**config.mk**
```make
export PLATFORM = sky130hd
export DESIGN_NAME = ansi_sgr_tag_filter_unit
export DESIGN_NICKNAME = d
export VERILOG_FILES = /design/src/design/asgr_pkg.sv /design/src/design/asgr_in_reg.sv /design/src/design/asgr_parser.sv /design/src/design/asgr_out_reg.sv /design/src/design/ansi_sgr_tag_filter_unit.sv
export VERILOG_INCLUDE_DIRS = /design/src /design/src/design
export SDC_FILE = /design/constraint.sdc
export NUM_CORES = 1
export LEC_CHECK = 0
export ABC_AREA = 1
export CAP_MARGIN = 20
export CORE_UTILIZATION = 63
export DETAILED_ROUTE_END_ITERATION = 10
export DONT_BUFFER_PORTS = 1
export HOLD_SLACK_MARGIN = 0.05
export PLACE_DENSITY = 0.79
export SETUP_SLACK_MARGIN = 0.05
export SYNTH_ARGS = -nofsm -noshare
export SYNTH_HDL_FRONTEND = slang
export SYNTH_SLANG_ARGS = --single-unit
```
**constraint.sdc**
```tcl
create_clock -name i_clk -period 5.7 [get_ports i_clk]
set_input_delay 0.57 -clock i_clk [delete_from_list [all_inputs] [get_ports i_clk]]
set_output_delay 0.57 -clock i_clk [all_outputs]
set_load 0.005 [all_outputs]
```
**src/design/ansi_sgr_tag_filter_unit_assert.svh**
```systemverilog
// Assertion macros used by the RTL parser.
// ASGR_ASSERT checks only out of reset; ASGR_ASSERT_ALWAYS checks at every edge.
`ifndef ANSI_SGR_TAG_FILTER_UNIT_ASSERT_SVH
`define ANSI_SGR_TAG_FILTER_UNIT_ASSERT_SVH

`ifndef NO_ASSERTIONS
`define ASGR_ASSERT(lbl, prop) \
    lbl: assert property (@(posedge i_clk) disable iff (!i_rst_n) prop) \
        else $error("assertion failed");
`define ASGR_ASSERT_ALWAYS(lbl, prop) \
    lbl: assert property (@(posedge i_clk) prop) \
        else $error("assertion failed");
`else
`define ASGR_ASSERT(lbl, prop)
`define ASGR_ASSERT_ALWAYS(lbl, prop)
`endif

`endif

```
**src/design/asgr_pkg.sv**
```systemverilog
`default_nettype none

package asgr_pkg;

    localparam int unsigned CharW   = 8;
    localparam int unsigned WeightW = 2;
    localparam int unsigned ColorW  = 4;
    localparam int unsigned TdataW  = 24;

    localparam logic [CharW-1:0] ByteEsc    = 8'h1B;
    localparam logic [CharW-1:0] ByteOpen   = 8'h5B;
    localparam logic [CharW-1:0] ByteClose  = 8'h5D;
    localparam logic [CharW-1:0] ByteSemi   = 8'h3B;
    localparam logic [CharW-1:0] ByteFinal  = 8'h6D;
    localparam logic [CharW-1:0] ByteDigLo  = 8'd48;
    localparam logic [CharW-1:0] ByteDigHi  = 8'd57;

    localparam logic [CharW-1:0] SgrReset      = 8'd0;
    localparam logic [CharW-1:0] SgrBold       = 8'd1;
    localparam logic [CharW-1:0] SgrThin       = 8'd2;
    localparam logic [CharW-1:0] SgrItalic     = 8'd3;
    localparam logic [CharW-1:0] SgrUnderline  = 8'd4;
    localparam logic [CharW-1:0] SgrNormal     = 8'd22;
    localparam logic [CharW-1:0] SgrItalicOff  = 8'd23;
    localparam logic [CharW-1:0] SgrUnderOff   = 8'd24;
    localparam logic [CharW-1:0] SgrForeLo     = 8'd30;
    localparam logic [CharW-1:0] SgrForeHi     = 8'd37;
    localparam logic [CharW-1:0] SgrBackLo     = 8'd40;
    localparam logic [CharW-1:0] SgrBackHi     = 8'd47;
    localparam logic [CharW-1:0] SgrForeBias   = 8'd29;
    localparam logic [CharW-1:0] SgrBackBias   = 8'd39;

    localparam logic [WeightW-1:0] WeightNormal = 2'd0;
    localparam logic [WeightW-1:0] WeightBold   = 2'd1;
    localparam logic [WeightW-1:0] WeightThin   = 2'd2;

    localparam logic [ColorW-1:0] ColorDefault = 4'd0;
    localparam logic [ColorW-1:0] ColorMax     = 4'd8;

    // packed lowest field last so out_char lands in bit 0
    typedef struct packed {
        logic [ColorW-1:0]  back_color;
        logic [ColorW-1:0]  fore_color;
        logic               underline;
        logic               italic;
        logic [WeightW-1:0] weight;
        logic [CharW-1:0]   out_char;
    } t_result;

    localparam int unsigned ResultW = $bits(t_result);

endpackage

`default_nettype wire

```
**src/design/asgr_in_reg.sv**
```systemverilog
`default_nettype none

module asgr_in_reg (
    input  wire logic                      i_clk,
    input  wire logic                      i_rst_n,
    input  wire logic                      i_valid,
    output logic                           o_ready,
    input  wire logic [asgr_pkg::CharW-1:0] i_byte,
    input  wire logic                      i_advance,
    output logic                           o_valid,
    output logic [asgr_pkg::CharW-1:0]     o_byte
);
    import asgr_pkg::*;

    logic             r_valid;
    logic [CharW-1:0] r_byte;

    assign o_ready = !r_valid || i_advance;
    assign o_valid = r_valid;
    assign o_byte  = r_byte;

    always_ff @(posedge i_clk) begin
        if (!i_rst_n) begin
            r_valid <= 1'b0;
        end else if (o_ready) begin
            r_valid <= i_valid;
        end
    end

    always_ff @(posedge i_clk) begin
        if (o_ready && i_valid) begin
            r_byte <= i_byte;
        end
    end

endmodule

`default_nettype wire

```
**src/design/asgr_parser.sv**
```systemverilog
`default_nettype none

module asgr_parser (
    input  wire logic                       i_clk,
    input  wire logic                       i_rst_n,
    input  wire logic                       i_step,
    input  wire logic [asgr_pkg::CharW-1:0] i_byte,
    input  wire logic                       i_keep_tags,
    output logic                            o_emit,
    output asgr_pkg::t_result               o_result
);
    import asgr_pkg::*;

    `include "ansi_sgr_tag_filter_unit_assert.svh"

    typedef enum logic [1:0] {
        MODE_IDLE = 2'd0,
        MODE_TAG  = 2'd1,
        MODE_ESC  = 2'd2,
        MODE_SGR  = 2'd3
    } t_mode;

    t_mode              r_mode, n_mode;
    logic [CharW-1:0]   r_accum, n_accum;
    logic [WeightW-1:0] r_weight, n_weight;
    logic               r_italic, n_italic;
    logic               r_under, n_under;
    logic [ColorW-1:0]  r_fore, n_fore;
    logic [ColorW-1:0]  r_back, n_back;

    logic               apply;
    logic               is_digit;
    logic [11:0]        acc_sum;
    logic [CharW-1:0]   fore_code;
    logic [CharW-1:0]   back_code;

    assign is_digit  = (i_byte >= ByteDigLo) && (i_byte <= ByteDigHi);
    assign acc_sum   = ({4'd0, r_accum} << 3) + ({4'd0, r_accum} << 1)
                     + {8'd0, i_byte[3:0]};
    assign fore_code = r_accum - SgrForeBias;
    assign back_code = r_accum - SgrBackBias;

    assign o_result.out_char   = i_byte;
    assign o_result.weight     = r_weight;
    assign o_result.italic     = r_italic;
    assign o_result.underline  = r_under;
    assign o_result.fore_color = r_fore;
    assign o_result.back_color = r_back;

    always_comb begin
        n_mode = r_mode;
        n_accum = r_accum;
        o_emit = 1'b0;
        apply = 1'b0;
        unique case (r_mode)
            MODE_TAG: begin
                if (i_byte == ByteClose) begin
                    n_mode = MODE_IDLE;
                end
                o_emit = i_keep_tags;
            end
            MODE_ESC: begin
                if (i_byte == ByteOpen) begin
                    n_mode  = MODE_SGR;
                    n_accum = '0;
                end else begin
                    n_mode = MODE_IDLE;
                end
            end
            MODE_SGR: begin
                priority if (is_digit) begin
                    n_accum = (acc_sum > 12'd255) ? 8'd255 : acc_sum[7:0];
                end else if (i_byte == ByteSemi) begin
                    apply   = 1'b1;
                    n_accum = '0;
                end else if (i_byte == ByteFinal) begin
                    apply   = 1'b1;
                    n_accum = '0;
                    n_mode  = MODE_IDLE;
                end else begin
                    n_accum = '0;
                    n_mode  = MODE_IDLE;
                end
            end
            MODE_IDLE: begin
                priority if (i_byte == ByteOpen) begin
                    n_mode = MODE_TAG;
                    o_emit = i_keep_tags;
                end else if (i_byte == ByteEsc) begin
                    n_mode = MODE_ESC;
                end else begin
                    o_emit = 1'b1;
                end
            end
        endcase
    end

    always_comb begin
        n_weight = r_weight;
        n_italic = r_italic;
        n_under  = r_under;
        n_fore   = r_fore;
        n_back   = r_back;
        if (apply) begin
            priority if (r_accum == SgrReset) begin
                n_weight = WeightNormal;
                n_italic = 1'b0;
                n_under  = 1'b0;
                n_fore   = ColorDefault;
                n_back   = ColorDefault;
            end else if (r_accum == SgrBold) begin
                n_weight = WeightBold;
            end else if (r_accum == SgrThin) begin
                n_weight = WeightThin;
            end else if (r_accum == SgrItalic) begin
                n_italic = 1'b1;
            end else if (r_accum == SgrUnderline) begin
                n_under = 1'b1;
            end else if (r_accum == SgrNormal) begin
                n_weight = WeightNormal;
            end else if (r_accum == SgrItalicOff) begin
                n_italic = 1'b0;
            end else if (r_accum == SgrUnderOff) begin
                n_under = 1'b0;
            end else if (r_accum >= SgrForeLo && r_accum <= SgrForeHi) begin
                n_fore = fore_code[ColorW-1:0];
            end else if (r_accum >= SgrBackLo && r_accum <= SgrBackHi) begin
                n_back = back_code[ColorW-1:0];
            end else begin
                n_weight = r_weight;
            end
        end
    end

    always_ff @(posedge i_clk) begin
        if (!i_rst_n) begin
            r_mode   <= MODE_IDLE;
            r_accum  <= '0;
            r_weight <= WeightNormal;
            r_italic <= 1'b0;
            r_under  <= 1'b0;
            r_fore   <= ColorDefault;
            r_back   <= ColorDefault;
        end else if (i_step) begin
            r_mode   <= n_mode;
            r_accum  <= n_accum;
            r_weight <= n_weight;
            r_italic <= n_italic;
            r_under  <= n_under;
            r_fore   <= n_fore;
            r_back   <= n_back;
        end
    end

    `ASGR_ASSERT(a_weight_range, r_weight != 2'd3)
    `ASGR_ASSERT(a_color_range, (r_fore <= ColorMax) && (r_back <= ColorMax))
    `ASGR_ASSERT(a_accum_clear_open,
        (i_step && r_mode == MODE_ESC && i_byte == ByteOpen) |=> (r_accum == '0))
    `ASGR_ASSERT(a_emit_only_idle_tag,
        o_emit |-> (r_mode == MODE_IDLE || r_mode == MODE_TAG))
    `ASGR_ASSERT_ALWAYS(a_reset_idle, !i_rst_n |=> (r_mode == MODE_IDLE && r_accum == '0))

endmodule

`default_nettype wire

```
**src/design/asgr_out_reg.sv**
```systemverilog
`default_nettype none

module asgr_out_reg (
    input  wire logic              i_clk,
    input  wire logic              i_rst_n,
    input  wire logic              i_load,
    input  wire asgr_pkg::t_result i_result,
    output logic                   o_free,
    output logic                   o_valid,
    input  wire logic              i_ready,
    output asgr_pkg::t_result      o_result
);
    import asgr_pkg::*;

    logic    r_valid;
    t_result r_result;

    assign o_free   = !r_valid || i_ready;
    assign o_valid  = r_valid;
    assign o_result = r_result;

    always_ff @(posedge i_clk) begin
        if (!i_rst_n) begin
            r_valid <= 1'b0;
        end else if (o_free) begin
            r_valid <= i_load;
        end
    end

    always_ff @(posedge i_clk) begin
        if (o_free && i_load) begin
            r_result <= i_result;
        end
    end

endmodule

`default_nettype wire

```
**src/design/ansi_sgr_tag_filter_unit.sv**
```systemverilog
// Byte-stream filter that strips ANSI SGR escape sequences (ESC '[' params 'm')
// and tags each passed byte with the current text attributes. Bracketed tags
// are passed or dropped per the keep_tags register (cfg port, reset 1). One
// byte is taken every clock cycle unless stalled; a byte that yields a result
// is offered on the master side after the input register and then the result
// register. Bytes consumed by a sequence produce no output
// transaction. The master side stalls the slave side only while the result
// register is full and not taken. Write keep_tags only while the block is idle.
`default_nettype none

module ansi_sgr_tag_filter_unit (
    input  wire logic        i_clk,
    input  wire logic        i_rst_n,
    input  wire logic        s_axis_tvalid,
    output logic             s_axis_tready,
    input  wire logic [7:0]  s_axis_tdata,   // [7:0] in_byte
    output logic             m_axis_tvalid,
    input  wire logic        m_axis_tready,
    output logic [23:0]      m_axis_tdata,   // [7:0] out_char, [9:8] weight,
                                             // [10] italic, [11] underline,
                                             // [15:12] fore_color, [19:16] back_color
    input  wire logic        i_cfg_valid,
    output logic             o_cfg_ready,
    input  wire logic        i_cfg_data      // keep_tags
);
    import asgr_pkg::*;

    logic             r_keep_tags;
    logic             in_valid;
    logic [CharW-1:0] in_byte;
    logic             advance;
    logic             emit;
    logic             out_free;
    t_result          result;
    t_result          out_result;

    assign o_cfg_ready = 1'b1;

    always_ff @(posedge i_clk) begin
        if (!i_rst_n) begin
            r_keep_tags <= 1'b1;
        end else if (i_cfg_valid) begin
            r_keep_tags <= i_cfg_data;
        end
    end

    assign advance = in_valid && (!emit || out_free);

    asgr_in_reg u_in_reg (
        .i_clk     (i_clk),
        .i_rst_n   (i_rst_n),
        .i_valid   (s_axis_tvalid),
        .o_ready   (s_axis_tready),
        .i_byte    (s_axis_tdata),
        .i_advance (advance),
        .o_valid   (in_valid),
        .o_byte    (in_byte)
    );

    asgr_parser u_parser (
        .i_clk       (i_clk),
        .i_rst_n     (i_rst_n),
        .i_step      (advance),
        .i_byte      (in_byte),
        .i_keep_tags (r_keep_tags),
        .o_emit      (emit),
        .o_result    (result)
    );

    asgr_out_reg u_out_reg (
        .i_clk    (i_clk),
        .i_rst_n  (i_rst_n),
        .i_load   (advance && emit),
        .i_result (result),
        .o_free   (out_free),
        .o_valid  (m_axis_tvalid),
        .i_ready  (m_axis_tready),
        .o_result (out_result)
    );

    assign m_axis_tdata = {(TdataW - ResultW)'(0), out_result};

endmodule

`default_nettype wire

```
==> flow_summary.yaml <==
clock_tree:
  htreeDepth: 2
  clk_latency_ns: 0.31
  clock-root-buffer: "clkbuf_8"
  post_cts.repair.setup_buffers: 0
  cts_tree: "yes"
  cts_resized: 0
  numClockSinks: 53
  ctsLongestPathBuffers: 2
  path_clk_slew_ns: 0.10
  hold_buffers: 0
  cts_buffers: 5
timing:
  fin_crit_sh_pct: 50.31
  drv_slew: 0
  rsz0062_at_grt: "false"
  tightest_slew_ns: 0.8590
  fin_ws_ns: 2.832
  hold_viol: 0
  setup_viol: 0
  finalClockSkew_ns: 0.008183
  setup_tns_ns: 0
  final.min_clock_period_ns: 2.868
  relSlewSlack_pct: 42.67
  clock.fmax_mhz: 348.7
setup_path:
  worstPathArrival_ns: 3.06
  reg2reg_to: "u_parser.r_accum[4]"
  cp-endpoint: "u_parser.r_accum[4]"
  cp_max_fo: 10
  reg2reg_depth: 12
  r2r_setup_slack_ns: 2.83
  path_delay_family: "simple AND/OR/NAND/NOR gates"
  start_kind: "flop"
  worstPathCellList: "fa_1 -> fa_1 -> nand3_1 -> nand2_1 -> nand2_1 -> nand2_1 -> nand2_1 -> nand2_1 -> nor2_1 -> nand3_1 -> nand2_1 -> a21oi_1"
  critPathMaxStageDelay_ns: 0.58
  critical_path_class: "reg -> reg"
  cpMostUsedCell: "nand2_1"
  cp_num_buf_inv: 0
  worstReg2RegStart: "u_parser.r_accum[2]"
  crit_path_start: "u_parser.r_accum[2]"
  path_depth: 12
  cp_data_required_time_ns: 5.89
  cp-end-kind: "flop"
  crit_slowest_cell: "dfxtp_1"
layout:
  multi_input_area_sq_mm: 0.001560
  antenna_cells: 0
  syn2layout_area_growth_pct: 4.182
  register_area_sq_mm: 0.001341
  fill_cells: 371
  drive_gt1_share_pct: 10.67
  final_nets: 390
  fin_area_sq_mm: 0.003211
  stdcell_count: 423
route:
  totalWireLength_um: 5698
  avgRoutedWirePerCell_um: 13.47
  drtAntennaViolNets: 0
  drc: 0
  num_vias: 2247
  drt_first_pass_iters: 4
  vias_per_cell: 5.312
  drt_iter0_drc: 126
logic_synthesis:
  synth-edff-count: 28
  yosys_warnings: 0
  avgSynthCellArea_sq_um: 8.730
  yosysTopAreaCellShare_pct: 27.28
  yosys-top-cells-count: "nand2_1 (83), nor2_1 (38), inv_1 (33), edfxtp_1 (28), a21oi_1 (26)"
  ys.flop_type: "edfxtp_1"
  synth_most_common_cell: "nand2_1"
  yosysTopAreaCell: "edfxtp_1"
  yosysSeqAreaShare_pct: 43.52
  postSynth.asyncResetShare_pct: 0
  yosys-top-cells-area: "edfxtp_1 (27%), dfxtp_1 (16%), nand2_1 (10%)"
  synth_seq_cells: 53
  netlist_instances: 353
  synth_cell_types: 39
  netlist_area_sq_mm: 0.003082
floorplanning:
  rows: 25
  io_pins: 41
  die_width_um: 71.94
  start_util_pct: 65.25
  dieHeight_um: 71.94
  die-area_sq_mm: 0.005175
  core-area_sq_mm: 0.004723
power:
  p_leak_uw: 0.001404
  p_per_area_mw_per_mm2: 203.6
  power_uw: 653.8
  ir_drop_uv: 102.2
placed_design:
  dp_hpwl_um: 4275
  gp_congestion: 0.8623
  io_buffers: 0
  dpl_cell_area_sq_mm: 0.003124
  place_inst: 415
  place_ws_ns: 2.898
grt:
  grt_util_all_layers_pct: 24.13
  grt_pass1_wl_um: 9639
  grt_start_max_net_pins: 22
  grt_pass1_vias: 2103
  antenna_found_initial: 0
  grt-ovfl-total: 0
run_status:
  outcome: "complete, no violations"
run:
  drv_cap: 0
hold_path:
  hp-class: "in -> reg"
## cell type report
| class | instances | area share, % |
|---|---|---|
| Sequential cell | 53 | 41.78 |
| Multi-Input combinational cell | 258 | 48.60 |
| Inverter | 37 | 4.326 |
| Tap cell | 67 | 2.611 |
| Clock inverter | 3 | 0.5456 |
| Clock buffer | 5 | 2.143 |
## kinds of logic (layout without fill, tap and decap cells)
| group | count (synthesis) | count (layout) | share of synthesized area, % |
|---|---|---|---|
| compound gates | 47 | 47 | 8.932 |
| simple gates | 179 | 179 | 30.37 |
| flops | 53 | 53 | 43.52 |
| other cells | 2 | 5 | 0.2437 |
| xor+xnor | 6 | 6 | 1.706 |
| buf+inv | 45 | 45 | 6.212 |
| fa+ha+maj | 21 | 21 | 9.014 |
## metrics by stage
stage          hold slack [ns]  utilization (%)
2_1_floorplan           0.4025                -
3_3_place_gp            0.4087            66.15
3_5_place_dp            0.4144            66.15
4_1_cts                 0.3502            67.97
5_1_grt                 0.3417            67.97
6_report                0.3567            67.97
## layer usage
| metal | share of wire [%] | up-vias | global-route usage (%) |
|---|---|---|---|
| li1 | - | 1164 | - |
| met4 | 1.9 | 0 | 8.279 |
| met2 | 48 | 57 | 39.83 |
| met3 | 3.0 | 9 | 4.306 |
| met5 | 0 | - | 0 |
| met1 | 47 | 1017 | 32.22 |
## cell usage in the layout, fill, tap and decap left out, types with 2 or more instances in the layout
| master | count |
|---|---|
| a21oi_1 | 26 |
| a21oi_2 | 3 |
| clkbuf_8 | 5 |
| clkinv_1 | 2 |
| conb_1 | 5 |
| dfxtp_1 | 25 |
| edfxtp_1 | 28 |
| fa_1 | 2 |
| ha_1 | 19 |
| inv_1 | 33 |
| inv_2 | 3 |
| nand2_1 | 83 |
| nand2_2 | 3 |
| nand2_4 | 3 |
| nand3_1 | 21 |
| nand3_2 | 2 |
| nand3_4 | 2 |
| nand3b_1 | 3 |
| nand4_1 | 4 |
| nor2_1 | 38 |
| nor2_2 | 4 |
| nor2_4 | 4 |
| nor2_8 | 3 |
| nor3_1 | 4 |
| o21ai_0 | 7 |
| o21bai_1 | 6 |
| xnor2_1 | 3 |
| xor2_1 | 3 |
## where the power goes
part	switching (uW)	total [uW]	internal, uW
logic	17.2	22.9	5.72
clock network	124	209	85.3
registers	7.84	422	414
## worst reg2reg max path: stages (launching register included)
cell and delay [ns]:
dfxtp_1 0.58, fa_1 0.55, fa_1 0.47, nand3_1 0.10
nand2_1 0.09, nand2_1 0.10, nand2_1 0.06, nand2_1 0.05
nand2_1 0.04, nor2_1 0.42, nand3_1 0.15, nand2_1 0.09
a21oi_1 0.06
## worst min path at each step
stage,to,depth (start not counted),slack [ns],startpoint
4_1_cts,u_in_reg.o_byte[7],0,0.35,s_axis_tdata[7]
5_1_grt,r_keep_tags,1,0.34,i_cfg_valid
3_5_place_dp,u_out_reg.o_result[17],0,0.41,u_parser.r_back[1]
3_3_place_gp,u_out_reg.o_result[19],0,0.41,u_parser.r_back[3]
2_1_floorplan,u_out_reg.o_result[11],0,0.40,u_parser.r_under
6_report,r_keep_tags,1,0.36,i_cfg_valid
## registers in the layout, summed over array words and instances (netlist names), 2 cells and up
name and count:
u_parser.r_mode 2, u_in_reg.o_byte 8, u_parser.r_accum 8, u_parser.r_weight 2, u_parser.r_fore 4, u_out_reg.o_result 20
u_parser.r_back 4
No activity file was read; power rests on OpenSTA's default activity.
